## config.mk

```make
export PLATFORM = sky130hd
export DESIGN_NAME = extent_block_allocator_unit
export DESIGN_NICKNAME = d
export VERILOG_FILES = /design/src/rtl/core/eba_pkg.sv /design/src/rtl/core/eba_cell.sv /design/src/rtl/core/eba_ctrl.sv /design/src/rtl/core/extent_block_allocator_unit.sv
export SDC_FILE = /design/constraint.sdc
export NUM_CORES = 2
export LEC_CHECK = 0
export BUFFER_PORTS_ARGS = -buffer_cell sky130_fd_sc_hd__buf_2
export CORE_MARGIN = 2
export CORE_UTILIZATION = 67
export CTS_BUF_LIST = sky130_fd_sc_hd__clkbuf_16
export CTS_CLUSTER_DIAMETER = 200
export DETAILED_ROUTE_END_ITERATION = 8
export GPL_ROUTABILITY_DRIVEN = 0
export GPL_TIMING_DRIVEN = 0
export PLACE_DENSITY = 0.84
export SLEW_MARGIN = 30
export SYNTH_ARGS = -nofsm -noshare
export SYNTH_HDL_FRONTEND = slang
export SYNTH_SLANG_ARGS = --single-unit
```

## constraint.sdc

```tcl
create_clock -name clk -period 181.7 [get_ports clk]
set_input_delay 36.34 -clock clk [delete_from_list [all_inputs] [get_ports clk]]
set_output_delay 36.34 -clock clk [all_outputs]
set_load 0.005 [all_outputs]
```

## src/rtl/core/eba_pkg.sv

```systemverilog
package eba_pkg;

    localparam int MAX_EXTENTS_DEF = 64;

    // Operation codes carried on s_tuser
    localparam logic FUNC_ALLOC = 1'b0;
    localparam logic FUNC_FREE  = 1'b1;

    typedef enum logic [1:0] {
        STAT_OK      = 2'd0,
        STAT_NOSPACE = 2'd1,
        STAT_DOUBLE  = 2'd2,
        STAT_FULL    = 2'd3
    } status_t;

    // One free extent held by a cell
    typedef struct packed {
        logic [31:0] start;
        logic [31:0] len;
    } ext_t;

    // Controller status seen by the top level
    typedef struct packed {
        logic busy;
        logic ins_mode;
        logic rem_mode;
    } eba_stat_t;

    // Clamp a widened length sum to 32 bits
    function automatic logic [31:0] sat32(input logic [33:0] v);
        logic [31:0] r;
        r = (v[33:32] != 2'b00) ? 32'hFFFF_FFFF : v[31:0];
        return r;
    endfunction

endpackage

```

## src/rtl/core/eba_cell.sv

```systemverilog
module eba_cell (
    input  logic          clk,
    input  logic          shift_en,
    input  eba_pkg::ext_t d,
    output eba_pkg::ext_t q
);
    import eba_pkg::*;

    ext_t q_reg;

    // Take the neighbor's extent on every ring step
    always_ff @(posedge clk)
    begin
        if (shift_en)
        begin
            q_reg <= d;
        end
    end

    assign q = q_reg;

endmodule

```

## src/rtl/core/eba_ctrl.sv

```systemverilog
module eba_ctrl #(
    parameter int MAX_EXTENTS = eba_pkg::MAX_EXTENTS_DEF
) (
    input  logic              clk,
    input  logic              rst_n,
    input  logic              cfg_we,
    input  logic              cfg_wdata,
    input  logic              s_tvalid,
    output logic              s_tready,
    input  logic [47:0]       s_tdata,
    input  logic              s_tuser,
    output logic              m_tvalid,
    input  logic              m_tready,
    output logic [31:0]       m_tdata,
    output logic [1:0]        m_tuser,
    input  eba_pkg::ext_t     head,
    input  eba_pkg::ext_t     nxt,
    output logic              shift_en,
    output eba_pkg::ext_t     tail,
    output eba_pkg::eba_stat_t stat
);
    import eba_pkg::*;

    localparam int IDX_W = $clog2(MAX_EXTENTS);
    localparam int CNT_W = $clog2(MAX_EXTENTS + 1);
    localparam logic [IDX_W-1:0] LAST_IDX = IDX_W'(MAX_EXTENTS - 1);
    localparam logic [CNT_W-1:0] FULL_CNT = CNT_W'(MAX_EXTENTS);

    typedef enum logic [2:0] {
        S_IDLE = 3'b001,
        S_RUN  = 3'b010,
        S_WAIT = 3'b100
    } state_t;

    state_t            state_reg, state_next;
    logic [IDX_W-1:0]  idx_reg, idx_next;
    logic [CNT_W-1:0]  cnt_reg, cnt_next;
    logic [31:0]       top_reg, top_next;
    logic              grow_dis_reg;
    logic              func_reg, func_next;
    logic              nop_reg, nop_next;
    logic              done_reg, done_next;
    logic              ins_reg, ins_next;
    logic              rem_reg, rem_next;
    logic              setnext_reg, setnext_next;
    logic              out_valid_reg, out_valid_next;
    logic [31:0]       blk_reg, blk_next;
    logic [15:0]       num_reg, num_next;
    logic [32:0]       fend_reg, fend_next;
    ext_t              carry_reg, carry_next;
    logic [31:0]       res_reg, res_next;
    status_t           st_reg, st_next;
    logic [31:0]       out_res_reg, out_res_next;
    status_t           out_st_reg, out_st_next;

    // Step decode
    logic              kv, n_valid, is_first, head_lt_b, nxt_ge_b;
    logic              prev_bnd, zero_bnd;
    logic [32:0]       pend, nb_start33;
    logic              nb_valid, dbl_p, dbl_n, jp, jn;
    logic [33:0]       sum_hc, sum_hcn;
    logic              fit;
    logic [31:0]       newlen, res_alloc;
    ext_t              new_ext, step_tail;
    logic [31:0]       fin_res;
    status_t           fin_st;
    logic              fin_grow;
    logic              out_free;

    assign kv        = CNT_W'(idx_reg) < cnt_reg;
    assign n_valid   = (CNT_W'(idx_reg) + CNT_W'(1)) < cnt_reg;
    assign is_first  = idx_reg == '0;
    assign head_lt_b = head.start < blk_reg;
    assign nxt_ge_b  = nxt.start >= blk_reg;

    // Head is the last extent below block_id
    assign prev_bnd  = kv && head_lt_b && (!n_valid || nxt_ge_b);
    // No extent below block_id: head is the following one
    assign zero_bnd  = is_first && (!kv || !head_lt_b);

    assign pend       = {1'b0, head.start} + {1'b0, head.len};
    assign nb_start33 = {1'b0, (prev_bnd ? nxt.start : head.start)};
    assign nb_valid   = prev_bnd ? n_valid : kv;
    assign dbl_p      = prev_bnd && (pend > {1'b0, blk_reg});
    assign jp         = prev_bnd && (pend == {1'b0, blk_reg});
    assign dbl_n      = nb_valid && (nb_start33 < fend_reg);
    assign jn         = nb_valid && (nb_start33 == fend_reg);

    assign sum_hc  = {2'b00, head.len} + {18'd0, num_reg};
    assign sum_hcn = sum_hc + {2'b00, nxt.len};

    assign fit       = kv && (head.len >= {16'd0, num_reg});
    assign newlen    = head.len - {16'd0, num_reg};
    assign res_alloc = head.start + newlen;

    assign new_ext = '{start: blk_reg, len: {16'd0, num_reg}};

    // One ring step: choose what enters the tail cell
    always_comb
    begin
        step_tail    = head;
        carry_next   = head;
        ins_next     = ins_reg;
        rem_next     = rem_reg;
        setnext_next = 1'b0;
        done_next    = done_reg;
        cnt_next     = cnt_reg;
        res_next     = res_reg;
        st_next      = st_reg;
        if (rem_reg)
        begin
            step_tail = nxt;
        end
        else if (ins_reg)
        begin
            step_tail = carry_reg;
        end
        else if (setnext_reg)
        begin
            step_tail = '{start: blk_reg, len: sat32(sum_hc)};
        end
        else if (!done_reg && !nop_reg)
        begin
            if (func_reg == FUNC_ALLOC)
            begin
                if (fit)
                begin
                    done_next = 1'b1;
                    res_next  = res_alloc;
                    if (newlen == 32'd0)
                    begin
                        step_tail = nxt;
                        rem_next  = 1'b1;
                        cnt_next  = CNT_W'(cnt_reg - 1'b1);
                    end
                    else
                    begin
                        step_tail.len = newlen;
                    end
                end
            end
            else if (func_reg == FUNC_FREE && (prev_bnd || zero_bnd))
            begin
                done_next = 1'b1;
                if (dbl_p || dbl_n)
                begin
                    st_next = STAT_DOUBLE;
                end
                else if (jp && jn)
                begin
                    step_tail.len = sat32(sum_hcn);
                    rem_next      = 1'b1;
                    cnt_next      = CNT_W'(cnt_reg - 1'b1);
                end
                else if (jp)
                begin
                    step_tail.len = sat32(sum_hc);
                end
                else if (jn)
                begin
                    if (prev_bnd)
                    begin
                        setnext_next = 1'b1;
                    end
                    else
                    begin
                        step_tail = '{start: blk_reg, len: sat32(sum_hc)};
                    end
                end
                else if (cnt_reg == FULL_CNT)
                begin
                    st_next = STAT_FULL;
                end
                else
                begin
                    cnt_next = CNT_W'(cnt_reg + 1'b1);
                    ins_next = 1'b1;
                    if (prev_bnd)
                    begin
                        carry_next = new_ext;
                    end
                    else
                    begin
                        step_tail = new_ext;
                    end
                end
            end
        end
    end

    // Final answer at the end of the walk
    always_comb
    begin
        fin_res  = 32'd0;
        fin_st   = st_next;
        fin_grow = 1'b0;
        if (func_reg == FUNC_ALLOC && !nop_reg)
        begin
            if (done_next)
            begin
                fin_res = res_next;
            end
            else if (grow_dis_reg)
            begin
                fin_st = STAT_NOSPACE;
            end
            else
            begin
                fin_res  = top_reg;
                fin_grow = 1'b1;
            end
        end
    end

    assign out_free = !out_valid_reg || m_tready;

    always_comb
    begin
        state_next     = state_reg;
        idx_next       = idx_reg;
        top_next       = top_reg;
        func_next      = func_reg;
        nop_next       = nop_reg;
        blk_next       = blk_reg;
        num_next       = num_reg;
        fend_next      = fend_reg;
        out_res_next   = out_res_reg;
        out_st_next    = out_st_reg;
        out_valid_next = out_valid_reg && !m_tready;
        case (state_reg)
            S_IDLE:
            begin
                if (s_tvalid)
                begin
                    func_next  = s_tuser;
                    blk_next   = s_tdata[31:0];
                    num_next   = s_tdata[47:32];
                    fend_next  = {1'b0, s_tdata[31:0]} + {17'd0, s_tdata[47:32]};
                    nop_next   = s_tdata[47:32] == 16'd0;
                    idx_next   = '0;
                    state_next = S_RUN;
                end
            end
            S_RUN:
            begin
                idx_next = IDX_W'(idx_reg + 1'b1);
                if (idx_reg == LAST_IDX)
                begin
                    if (fin_grow)
                    begin
                        top_next = top_reg + {16'd0, num_reg};
                    end
                    state_next = S_WAIT;
                end
            end
            S_WAIT:
            begin
                if (out_free)
                begin
                    out_res_next   = res_reg;
                    out_st_next    = st_reg;
                    out_valid_next = 1'b1;
                    state_next     = S_IDLE;
                end
            end
            default:
            begin
                state_next = S_IDLE;
            end
        endcase
    end

    // Control state
    always_ff @(posedge clk or negedge rst_n)
    begin
        if (!rst_n)
        begin
            state_reg     <= S_IDLE;
            idx_reg       <= '0;
            cnt_reg       <= '0;
            top_reg       <= 32'd0;
            grow_dis_reg  <= 1'b0;
            func_reg      <= FUNC_ALLOC;
            nop_reg       <= 1'b0;
            done_reg      <= 1'b0;
            ins_reg       <= 1'b0;
            rem_reg       <= 1'b0;
            setnext_reg   <= 1'b0;
            out_valid_reg <= 1'b0;
        end
        else
        begin
            state_reg     <= state_next;
            idx_reg       <= idx_next;
            top_reg       <= top_next;
            func_reg      <= func_next;
            nop_reg       <= nop_next;
            out_valid_reg <= out_valid_next;
            if (cfg_we)
            begin
                grow_dis_reg <= cfg_wdata;
            end
            if (state_reg == S_IDLE)
            begin
                done_reg    <= 1'b0;
                ins_reg     <= 1'b0;
                rem_reg     <= 1'b0;
                setnext_reg <= 1'b0;
            end
            else if (state_reg == S_RUN)
            begin
                done_reg    <= done_next;
                ins_reg     <= ins_next;
                rem_reg     <= rem_next;
                setnext_reg <= setnext_next;
                cnt_reg     <= cnt_next;
            end
        end
    end

    // Payload
    always_ff @(posedge clk)
    begin
        blk_reg     <= blk_next;
        num_reg     <= num_next;
        fend_reg    <= fend_next;
        out_res_reg <= out_res_next;
        out_st_reg  <= out_st_next;
        if (state_reg == S_IDLE)
        begin
            res_reg <= 32'd0;
            st_reg  <= STAT_OK;
        end
        else if (state_reg == S_RUN)
        begin
            carry_reg <= carry_next;
            if (idx_reg == LAST_IDX)
            begin
                res_reg <= fin_res;
                st_reg  <= fin_st;
            end
            else
            begin
                res_reg <= res_next;
                st_reg  <= st_next;
            end
        end
    end

    assign s_tready = state_reg == S_IDLE;
    assign m_tvalid = out_valid_reg;
    assign m_tdata  = out_res_reg;
    assign m_tuser  = out_st_reg;
    assign shift_en = state_reg == S_RUN;
    assign tail     = step_tail;

    assign stat.busy     = state_reg == S_RUN;
    assign stat.ins_mode = ins_reg;
    assign stat.rem_mode = rem_reg;

endmodule

```

## src/rtl/core/extent_block_allocator_unit.sv

```systemverilog
// Each accepted request makes one full turn of the extent ring, which steps one cell per
// cycle, and its result transaction is registered at the end of the turn. A new request
// is taken only once the previous result has been handed to the result register.
// Reset (rst_n, asynchronous, active low): table empty, top pointer zero, growth enabled,
// no result pending. Extent cells hold no reset value and are never read before written.
module extent_block_allocator_unit #(
    parameter int MAX_EXTENTS = eba_pkg::MAX_EXTENTS_DEF
) (
    input  logic        clk,
    input  logic        rst_n,
    // growth_disabled register
    input  logic        cfg_we,
    input  logic        cfg_wdata,
    // request side
    input  logic        s_tvalid,
    output logic        s_tready,
    input  logic [47:0] s_tdata,   // [31:0] block_id, [47:32] count
    input  logic        s_tuser,   // [0] func
    // result side
    output logic        m_tvalid,
    input  logic        m_tready,
    output logic [31:0] m_tdata,   // [31:0] result_id
    output logic [1:0]  m_tuser    // [1:0] status
);
    import eba_pkg::*;

    // The free extents live in a ring of cells sorted by start, index 0 at the head.
    // A request turns the ring once: each cycle the head leaves cell 0 and the
    // controller pushes a (possibly edited) extent into the last cell. To drop an
    // extent, feed the tail from cell 1 for the rest of the turn; to insert one,
    // push the new extent and pass each later head through a carry register.
    ext_t      cell_q [MAX_EXTENTS];
    ext_t      tail;
    logic      shift_en;
    eba_stat_t stat;

    eba_ctrl #(
        .MAX_EXTENTS(MAX_EXTENTS)
    ) u_ctrl (
        .clk      (clk),
        .rst_n    (rst_n),
        .cfg_we   (cfg_we),
        .cfg_wdata(cfg_wdata),
        .s_tvalid (s_tvalid),
        .s_tready (s_tready),
        .s_tdata  (s_tdata),
        .s_tuser  (s_tuser),
        .m_tvalid (m_tvalid),
        .m_tready (m_tready),
        .m_tdata  (m_tdata),
        .m_tuser  (m_tuser),
        .head     (cell_q[0]),
        .nxt      (cell_q[1]),
        .shift_en (shift_en),
        .tail     (tail),
        .stat     (stat)
    );

    // Chain of cells: each advances toward the head while the ring turns
    for (genvar i = 0; i < MAX_EXTENTS; i++)
    begin : g_cell
        if (i == MAX_EXTENTS - 1)
        begin : g_last
            eba_cell u_cell (
                .clk     (clk),
                .shift_en(shift_en),
                .d       (tail),
                .q       (cell_q[i])
            );
        end
        else
        begin : g_mid
            eba_cell u_cell (
                .clk     (clk),
                .shift_en(shift_en),
                .d       (cell_q[i+1]),
                .q       (cell_q[i])
            );
        end
    end

    // An accepted transaction starts a ring turn
    a_accept_starts: assert property (@(posedge clk) disable iff (!rst_n)
        (s_tvalid && s_tready) |=> stat.busy)
        else $error("ring turn did not start after request");

    // Drop and insert never share one turn
    a_one_edit: assert property (@(posedge clk) disable iff (!rst_n)
        !(stat.ins_mode && stat.rem_mode))
        else $error("insert and remove active together");

    // No request is taken while the ring is turning
    a_busy_blocks: assert property (@(posedge clk) disable iff (!rst_n)
        stat.busy |-> !s_tready)
        else $error("request accepted during ring turn");

endmodule
```

==> flow_summary.ini, run 1 <==
[cts]
clockBufferDepth = 4
post_cts_buffers = 0
h-tree-depth = 5
holdBufCountCts = 0
cts-root-buf = clkbuf_16
cts_sinks = 4365
cts_made_buffers = 410
post_cts_resized = 0

[global_route]
grt_usage_pct = 49.08
grt_max_degree = 63
overflow = 1181
grt_pass1_wl_mm = 771.5
grt_pass1_vias = 95650

[yosys]
yosys_warnings = 0
netlist.top_cell.by_area = edfxtp_1
synth_edf_count = 4275
synth_top_area_share_pct = 85.57
ys.flop_type = edfxtp_1
ys_seq_area_share_pct = 86.96
synth_area_um2 = 150000
synth.area.top_cells = edfxtp_1 (86%), ha_1 (2.5%), dfrtp_1 (0.92%)
syn_nets = 7717
avgSynthCellArea_um2 = 20.40
synth-seq-cells = 4365
ys_types = 85
synthCells = 7354
synthArstFlopShare_pct = 1.283

[placement]
pre_cts_ws_ns = 141.59
portBuffers = 90
hpwlAfterDp_mm = 205.6

[floorplan]
num_rows = 173
die_height_um = 477.2
io_pins = 91
initial_core_util_pct = 67.42
die_w_um = 477.2

[run_status]
flow.stopped_at = global routing (5_1_grt)
error = [ERROR GRT-0116] Global routing finished with congestion. Check the congestion regions in the DRC Viewer.
status = did not finish
-- cell usage after synthesis, types with 59 or more instances --
master / n
edfxtp_1: 4275
nand2_1: 333
ha_1: 301
a21oi_1: 269
nor2_1: 222
o21ai_0: 216
inv_1: 158
clkbuf_1: 145
xnor2_1: 142
nor3_1: 113
nand3_1: 96
a21o_1: 68
xor2_1: 59
-- per-stage QoR --
step           hold WS (ns)  instance area, um^2  instances
2_1_floorplan        0.4003               150000       7354
3_3_place_gp         0.4003               154200      10420
3_5_place_dp         0.4045               157600      10570
4_1_cts              0.3456               170700      11310
-- kinds of logic after synthesis --
logic type / count (synthesis) / share of synthesized area (%)
and+or+nand+nor: 1061 / 3.405
DFF: 4365 / 86.96
AOI/OAI and AO/OA: 1034 / 4.581
adders and majority gates: 308 / 2.604
muxes: 62 / 0.4546
buffers and inverters: 323 / 0.8215
xor gates and xnor gates: 201 / 1.173
-- layer usage --
metal,overflow,global-route usage (%)
met1,190,53.35
met2,549,65.85
met3,131,36.60
met4,294,29.69
met5,17,22.25
==> run 2: changes to the inputs <==
- CORE_UTILIZATION: 67 -> 40
- CTS_BUF_LIST: sky130_fd_sc_hd__clkbuf_16 -> unset
- CTS_CLUSTER_DIAMETER: 200 -> unset
- PLACE_DENSITY: 0.84 -> unset
- PLACE_DENSITY_LB_ADDON: unset -> 0.15
==> flow_summary.ini, run 2 <==
[yosys]
synth-simple-area-share_pct = 3.405
synth_fa_ha_area_share_pct = 2.604
synthTopCellsByCount = edfxtp_1 (4275), nand2_1 (333), ha_1 (301), a21oi_1 (269), nor2_1 (222)
synth.area.top_cells = edfxtp_1 (86%), ha_1 (2.5%), dfrtp_1 (0.92%)
synth-seq-cells = 4365
synth_area_um2 = 150000
synth_top_area_share_pct = 85.57
ys.flop_type = edfxtp_1
yosys_warnings = 0
ys_seq_area_share_pct = 86.96
yosysMostFrequentCell = edfxtp_1
netlist.top_cell.by_area = edfxtp_1
synth_xor_xnor_area_share_pct = 1.173
muxShareOfSynthArea_pct = 0.4546
synthArstFlopShare_pct = 1.283
synth_top_family_by_area = compound AO/OA/AOI/OAI gates
synth_compound_area_share_pct = 4.581
syn_nets = 7717
ys_types = 85
synthCells = 7354
synth_edf_count = 4275
avgSynthCellArea_um2 = 20.40

[global_route]
grt_max_degree = 51
antenna_found_initial = 34
grt_pass1_vias = 67390
overflow = 0
grt_pass1_wl_mm = 428.6
grt_usage_pct = 14.81

[timing]
fin_setup_tns_ns = 0
period_minus_slack_ns = 39.67
hold_viol_final = 0
fin_skew_ns = 0.09689
period_share_pct = 21.84
setup_slack_ns = 142.03
max_freq_mhz = 25.20
max_slew_margin_pct = 26.14
rsz0062_at_grt = no
whs_ns = 0.3668
setup_viol = 0
worst_pin_slew_ns = 1.100
slew_violations = 0

[critical_path]
cp_max_fo = 10
critPathKind = flop to primary output
crit_path_frequent_cell = clkbuf_1
crit_chain = nand2_1 -> inv_1 -> clkbuf_1 -> clkbuf_1 -> buf_2
worstPathRequired_ns = 145.36
r2r_end = u_ctrl.carry_reg[62]
critPathMaxStageDelay_ns = 0.69
reg2reg_depth = 24
reg2reg_setup_slack_ns = 170.41
worstReg2RegStart = u_ctrl.blk_reg[20]
cp.arrival_ns = 3.34
endpoint_kind = primary output
slowest_stage = clkbuf_1
start_kind = flop

[cts]
post_cts_buffers = 0
clockBufferDepth = 4
cts_sinks = 4365
h-tree-depth = 5
post_cts_resized = 0
cts_made_buffers = 429
cts-root-buf = clkbuf_16
clk_pin_slew_worst_paths_ns = 0.07
clock_latency_ns = 0.97
cts_tree = yes
holdBufCountCts = 0

[routing]
ant_nets = 0
vias = 68830
viasPerCell = 5.136
drtIter0Drc = 7185
drt-wirelength-per-cell_um = 21.43
dr.pass1.iters = 9
drcViolationCount = 0
wirelength_mm = 287.2

[final_layout]
final_layout_size_suffix_gt1_share_pct = 12.23
fin_cells = 13400
final.fill_count = 30980
mostFrequentLayoutCells = edfxtp_1 (4275), clkbuf_16 (434), nand2_1 (333), ha_1 (301), a21oi_1 (266)
final_common_cell = edfxtp_1
largest_reg_flops = 4032
layout.nets = 8416
final_cell_area_um2 = 174600
syn_to_final_growth_pct = 16.41

[placement]
hpwlAfterDp_mm = 186.6
dp.cells = 12590
placed_area_um2 = 160600
portBuffers = 90
pre_cts_ws_ns = 141.81

[power_and_ir_drop]
p_per_area_nw_per_um2 = 15.12
p_leak_nw = 52.61
ir_drop_mv = 0.008974

[floorplan]
die_height_um = 616.4
io_pins = 91
initial_core_util_pct = 40.25
coreArea_um2 = 372800
num_rows = 224
die-area_um2 = 380000
die_w_um = 616.4

[hold_path]
hold_depth = 0
min_from = g_cell[55].g_mid.u_cell.q[16]
hold_class = flop to flop
hold_path_end = g_cell[54].g_mid.u_cell.q[16]

[run]
drv_cap = 0

[run_status]
status = finished clean
## run 2: cells by family (layout without fill, tap and decap cells)
kind of cell    after synthesis  in the layout
flops                      4365           4365
simple gates               1061           1061
compound gates             1034           1034
buf+inv                     323           1381
fa+ha+maj                   308            308
xor+xnor                    201            201
mux                          62             62
other cells                   0             19
## run 2: layout make-up
class | instances | area, um^2 | area share, %
multi-input combinational | 2666 | 18550 | 10.62
clock inverter | 271 | 2706 | 1.550
antenna | 19 | 47.55 | 0.02723
inverter | 162 | 618.1 | 0.3539
sequential | 4365 | 130500 | 74.70
clock buffer | 519 | 11210 | 6.419
buffer | 161 | 634.4 | 0.3632
tap | 4972 | 6221 | 3.562
timing repair buffer | 268 | 4197 | 2.403
## run 2: worst max-delay path by stage
stage | start | end | cells past startpoint
6_report | u_ctrl.state_reg[0] | s_tready | 5
5_1_grt | u_ctrl.state_reg[2] | s_tready | 6
4_1_cts | u_ctrl.state_reg[0] | s_tready | 5
3_5_place_dp | s_tdata[0] | u_ctrl.fend_reg[18] | 17
3_3_place_gp | u_ctrl.state_reg[2] | g_cell[53].g_mid.u_cell.q[16] | 4
2_1_floorplan | u_ctrl.state_reg[2] | g_cell[0].g_mid.u_cell.q[0] | 4
## run 2: metrics by stage
| stage | util, % | power (mW) |
|---|---|---|
| final | 46.85 | 2.641 |
| after global routing | 46.84 | 2.753 |
| after CTS | 46.83 | 2.670 |
| after detailed placement | 43.09 | 1.787 |
| after global placement | 42.03 | 3.273 |
| after floorplan | - | 2.747 |
## run 2: where the power goes
part | total, mW | switching (mW) | internal [mW]
clock network | 0.868 | 0.372 | 0.497
logic | 0.413 | 0.289 | 0.123
registers | 1.36 | 0.0432 | 1.32
total | 2.64 | 0.704 | 1.94
## run 2: routing by layer
layer	routed length [um]	track usage, %
met4	16060	7.828
met5	90	0
met2	117400	20.38
met3	22260	3.320
met1	131400	21.87
## run 2: worst max-delay path, delay by kind of cell (launching register included)
family | cells | cell delay (ns)
flops | 1 | 0.56
simple gates | 1 | 0.15
buf+inv | 4 | 1.68
No activity file was read; power rests on OpenSTA's default activity.
